## config.mk

```make
export PLATFORM = sky130hd
export DESIGN_NAME = amgs_ctrl
export DESIGN_NICKNAME = d
export VERILOG_FILES = /design/src/rtl/amgs_pkg.sv /design/src/rtl/amgs_ctrl.sv
export SDC_FILE = /design/constraint.sdc
export NUM_CORES = 1
export LEC_CHECK = 0
export ABC_CLOCK_PERIOD_IN_PS = 1400
export BUFFER_PORTS_ARGS = -buffer_cell sky130_fd_sc_hd__buf_2
export CORE_AREA = 2 2 39 41
export DETAILED_ROUTE_END_ITERATION = 12
export DIE_AREA = 0 0 41 43
export GPL_TIMING_DRIVEN = 0
export PLACE_DENSITY = 0.6
export SLEW_MARGIN = 15
export SYNTH_ARGS = -nofsm -noshare
export SYNTH_HDL_FRONTEND = slang
export SYNTH_SLANG_ARGS = --single-unit
```

## constraint.sdc

```tcl
create_clock -name clk -period 1.4 [get_ports clk]
set_input_delay 0.35 -clock clk [delete_from_list [all_inputs] [get_ports clk]]
set_output_delay 0.35 -clock clk [all_outputs]
set_load 0.03 [all_outputs]
```

## src/rtl/amgs_pkg.sv

```systemverilog
package amgs_pkg;

  localparam int FIELD_W = 7;
  localparam int REQ_W   = 2;
  localparam logic [FIELD_W-1:0] DIM_RESET = 7'd64;

  typedef enum logic [REQ_W-1:0] {
    REQ_ADD_EDGE = 2'd0,
    REQ_SUCC     = 2'd1,
    REQ_PRED     = 2'd2,
    REQ_COUNT    = 2'd3
  } req_t;

  typedef enum logic [1:0] {
    EMIT_NONE     = 2'd0,
    EMIT_REJECT   = 2'd1,
    EMIT_EMPTY    = 2'd2,
    EMIT_NEIGHBOR = 2'd3
  } emit_t;

  typedef struct packed {
    logic  capture;
    logic  rd_row_src;
    logic  rd_row_ctr;
    logic  add_commit;
    logic  load_row;
    logic  clr_vec;
    logic  ctr_clr;
    logic  ctr_inc;
    logic  scan_step;
    emit_t emit;
  } dp_cmd_t;

  typedef struct packed {
    req_t req;
    logic src_ok;
    logic dst_ok;
    logic ctr_end;
    logic vec_empty;
    logic scan_last;
  } dp_stat_t;

endpackage

```

## src/rtl/amgs_ctrl.sv

```systemverilog
module amgs_ctrl (
  input  logic                clk,
  input  logic                rst,
  input  logic                start,
  output logic                busy,
  output amgs_pkg::dp_cmd_t   cmd,
  input  amgs_pkg::dp_stat_t  st
);
  import amgs_pkg::*;

  typedef enum logic [2:0] {
    S_IDLE,
    S_DECODE,
    S_ADD_WAIT,
    S_ROW_WAIT,
    S_COL_RD,
    S_COL_LAST,
    S_CHECK,
    S_SCAN
  } state_t;

  state_t state;
  state_t state_next;

  always_comb begin
    cmd        = '0;
    cmd.emit   = EMIT_NONE;
    state_next = state;
    case (state)
      S_IDLE: begin
        if (start) begin
          cmd.capture = 1'b1;
          state_next  = S_DECODE;
        end
      end
      S_DECODE: begin
        case (st.req)
          REQ_ADD_EDGE: begin
            if (st.src_ok && st.dst_ok) begin
              cmd.rd_row_src = 1'b1;
              state_next     = S_ADD_WAIT;
            end else begin
              cmd.emit   = EMIT_REJECT;
              state_next = S_IDLE;
            end
          end
          REQ_SUCC: begin
            if (st.src_ok) begin
              cmd.rd_row_src = 1'b1;
              state_next     = S_ROW_WAIT;
            end else begin
              cmd.emit   = EMIT_REJECT;
              state_next = S_IDLE;
            end
          end
          REQ_PRED: begin
            if (st.src_ok) begin
              cmd.clr_vec = 1'b1;
              cmd.ctr_clr = 1'b1;
              state_next  = S_COL_RD;
            end else begin
              cmd.emit   = EMIT_REJECT;
              state_next = S_IDLE;
            end
          end
          default: begin
            cmd.emit   = EMIT_EMPTY;
            state_next = S_IDLE;
          end
        endcase
      end
      S_ADD_WAIT: begin
        cmd.add_commit = 1'b1;
        cmd.emit       = EMIT_EMPTY;
        state_next     = S_IDLE;
      end
      S_ROW_WAIT: begin
        cmd.load_row = 1'b1;
        cmd.ctr_clr  = 1'b1;
        state_next   = S_CHECK;
      end
      S_COL_RD: begin
        cmd.rd_row_ctr = 1'b1;
        if (st.ctr_end) begin
          state_next = S_COL_LAST;
        end else begin
          cmd.ctr_inc = 1'b1;
        end
      end
      S_COL_LAST: begin
        // last column bit lands in the vector this cycle
        cmd.ctr_clr = 1'b1;
        state_next  = S_CHECK;
      end
      S_CHECK: begin
        if (st.vec_empty) begin
          cmd.emit   = EMIT_EMPTY;
          state_next = S_IDLE;
        end else begin
          state_next = S_SCAN;
        end
      end
      S_SCAN: begin
        cmd.scan_step = 1'b1;
        cmd.ctr_inc   = 1'b1;
        cmd.emit      = EMIT_NEIGHBOR;
        if (st.scan_last) begin
          state_next = S_IDLE;
        end
      end
      default: begin
        state_next = S_IDLE;
      end
    endcase
  end

  always_ff @(posedge clk) begin
    if (rst) begin
      state <= S_IDLE;
      busy  <= 1'b0;
    end else begin
      state <= state_next;
      busy  <= (state_next != S_IDLE);
    end
  end

  a_busy_state: assert property (@(posedge clk) disable iff (rst)
    busy == (state != S_IDLE))
    else $error("busy out of step with controller state");

  a_start_busy: assert property (@(posedge clk) disable iff (rst)
    start && !busy |=> busy)
    else $error("request accepted but controller not busy");

endmodule

```

==> parameters.txt <==
Parameter                              Value

Routing
  DR vias ... between 500 and 600
  First-iteration detailed-routing DRC count ... 8
  Average via count per standard cell ... 5.017
  Count of antenna-violating nets left after detailed routing ... 0
  Wire length after detailed routing ... 1.477 mm
  Number of optimization iterations in the first detailed-route pass ... 6
  Wirelength per Cell ... 12.73 um
  Remaining DRCs ... 0

Clocking
  Number of buffers inserted by hold repair at cts ... 0
  CTS tree ... built
  Clock edge transition at the registers on the reported setup and hold paths ... 40 ps
  CTS H-Tree Depth ... 1
  Sink count of the clock tree ... 4
  Longest Clk Path Bufs ... 2
  TritonCTS Buffers ... 3
  Clk_lat worst skew ... 230 ps
  Clk Tree Root Cell ... clkbuf_4

Worst hold path
  Worst Hold Class ... input port to flop

Pwr
  Leakage power ... 0.4722 nW
  Clock group share of total power ... 17.4%
  Internal Pwr Total ... 496.0 uW
  Sequential power share ... 18.4%
  Power density normalized to cell area ... 789.9 nW/um2
  Fraction of power spent switching nets ... between 30 and 40%
  Combinational Power Share ... 64.2%
  Maximum ir drop on the vdd rail ... 0.6235 mV
  P_sw ... about 300 uW
  Total power ... approximately 790 uW

Die
  Die ar. ... 1763 um2
  Horizontal extent of the die ... 41 um
  Initial cell density of the core ... 31.83%
  Placeable core region ... 1384 um2
  Num rows ... 14
  Vertical die dimension ... approximately 43 um
  I/O pin total ... 22

Logic synthesis
  Flop and latch count out of synthesis ... 4
  Net Count, Synth ... 73
  Share of synthesized area occupied by flip-flops and latches ... 18.18%
  Cell accounting for the most synthesized area ... dfxtp_1
  Synth Instances ... 59
  Count of unique library cells instantiated by Yosys ... 28
  Synthesis warning total ... 0
  Post-synthesis instance area ... 440.4 um2
  Ranking of synthesized cells by area ... dfxtp_1 (18%), ha_1 (11%), a21oi_1 (5.7%), nand2_1 (5.1%), nor2_1 (5.1%)
  Portion of synthesized cell area occupied by the leading cell type ... 18.18%
  Average footprint of a synthesized cell ... 7.465 um2

Placement
  Placed Cells incl. Taps ... 96
  I/O Buffers ... 21
  Placed cell area ... 669.4 um2
  Worst slack at placement ... -279.5 ps
  Detailed Place HPWL ... 906.7 um
  Gpl congestion ... 0.7200

STA
  Final setup viols ... 12
  Timing-limited maximum frequency ... 586.8 MHz
  Setup repair after global routing missed its margin ... true
  Transition at the pin with the smallest max-transition slack ... 346.1 ps
  Period utilisation layout ... 121.7%
  Hold WS ... 416.5 ps
  Headroom to the max-slew limit ... about three quarters
  Final Worst Setup Slack ... -304.2 ps
  Number of hold violations in the final report ... 0
  Pins over their slew limit ... 0
  Setup Total Neg Slack ... -2196 ps
  Final Critical Period ... 1704 ps
  Worst-case clock skew ... ~2.7 ps

Cells and area
  Area added between synthesis and finish ... 128.4%
  NumNets Final ... 116
  Count of non-filler cells in the finished layout ... between 100 and 150
  # fillers ... 96
  Final Cell Area ... around 1000 um2
  Final Util ... between 70 and 80%
  Count of antenna diodes in the layout ... 0
  Layout cells sized above 1 ... 78.00%

GRT
  Antenna violations before repair ... 0
  Total global routing overflow ... 0
  Via count of the first global-routing pass ... 519
  Wire length of the first global-routing pass ... 2.242 mm
  Global-route total usage across every layer ... about a fifth
  Largest net degree at the start of global routing ... 11

Flow run
  Max capacitance violation total ... 0

Setup path
  Required time worst endpoint ... about 1100 ps
  Worst-path fanout max ... 4
  Crit start category ... flop
  Worst Path Class, Setup ... flop to output pin
  Capturing element type of the critical path ... output pin
  Worst endpoint data arrival time ... approximately 1400 ps

Status
  Violated checks ... negative setup slack
  Result of the run ... complete, but fails checks
[cells by family after synthesis]
family	share of synthesized area, %
multiplexers	2.557
buffers and inverters	8.805
AO/OA/AOI/OAI	25.85
AND/OR/NAND/NOR	33.24
adder cells (fa/ha/maj)	11.36
flip-flops	18.18
[Yosys cell counts (all sizes together)]
| master | instances |
|---|---|
| nor2 | 6 |
| o22ai | 1 |
| a21oi | 5 |
| dfxtp | 4 |
| mux2 | 1 |
| a21boi | 2 |
| a31o | 1 |
| or3b | 1 |
| ha | 4 |
| o31a | 2 |
| nor4 | 1 |
| nor3 | 2 |
| buf | 2 |
| o21a | 1 |
| nand2 | 6 |
| clkbuf | 1 |
| nor2b | 3 |
| and2 | 2 |
| nand4bb | 1 |
| a211o | 1 |
| and3 | 1 |
| o32ai | 1 |
| a21o | 1 |
| nor3b | 2 |
| a22o | 1 |
| inv | 5 |
| or3 | 1 |
[layout make-up]
| cell class | instances | area (um2) | share of cell area (%) |
|---|---|---|---|
| flip-flops and latches | 4 | 83.83 | 8.333 |
| multi-input cells | 47 | 490.5 | 48.76 |
| well taps | 16 | 20.02 | 1.990 |
| repair buffers | 38 | 327.8 | 32.59 |
| inverters | 5 | 23.77 | 2.363 |
| clock buffers | 3 | 22.52 | 2.239 |
| plain buffers | 3 | 37.54 | 3.731 |
[metal layers]
layer,GRT usage [%],wire length (um),vias to the layer above
li1,-,-,293
met1,21.04,612,271
met2,32.19,775,18
met3,6.283,89,0
met4,4.000,0,0
met5,0,0,-
[flip-flops by register name (all words and copies together) (netlist names)]
register and flops:
busy 1, state 3
[path summary, 6_finish.rpt]
check / from / endpoint / slack, ps / cells past startpoint
worst max-delay path: state[2]$_SDFF_PP0_ / cmd[0] / -300 / 4
worst max register to register: state[2]$_SDFF_PP0_ / busy$_SDFF_PP0_ / -110 / 8
worst min-delay path: rst / state[2]$_SDFF_PP0_ / 420 / 3
worst min register to register: state[0]$_SDFF_PP0_ / state[2]$_SDFF_PP0_ / 780 / 3
[worst max-delay path, stage by stage (launching register included)]
cell and delay [ps]:
dfxtp_2 330, or3b_4 450, nor2_4 110, a21o_4 120, buf_6 120
[power groups by stage]
stage	combinational [mW]	clock, mW	sequential (mW)
floorplan	0.228	0	0.163
global placement	0.312	0	0.150
detailed placement	0.315	0	0.149
CTS	0.421	0.143	0.144
global route	0.542	0.153	0.147
finish	0.510	0.138	0.146
[repair_timing]
item | in CTS | in global routing
gates resized for setup | 40 | 15
setup endpoints to repair | 11 | 12
buffers inserted | 8 | 9
pin swaps | 13 | 7
cloned | 0 | 0
[cell usage in the layout, fill, tap and decap left out, types with 3 or more instances in the layout]
| cell type | count |
|---|---|
| buf_2 | 10 |
| nor2b_1 | 3 |
| a21oi_1 | 3 |
| nor2_4 | 4 |
| clkbuf_4 | 3 |
| dfxtp_2 | 3 |
| nand2_2 | 3 |
| buf_4 | 10 |
| buf_6 | 20 |
(Power assumes the default switching activity.)
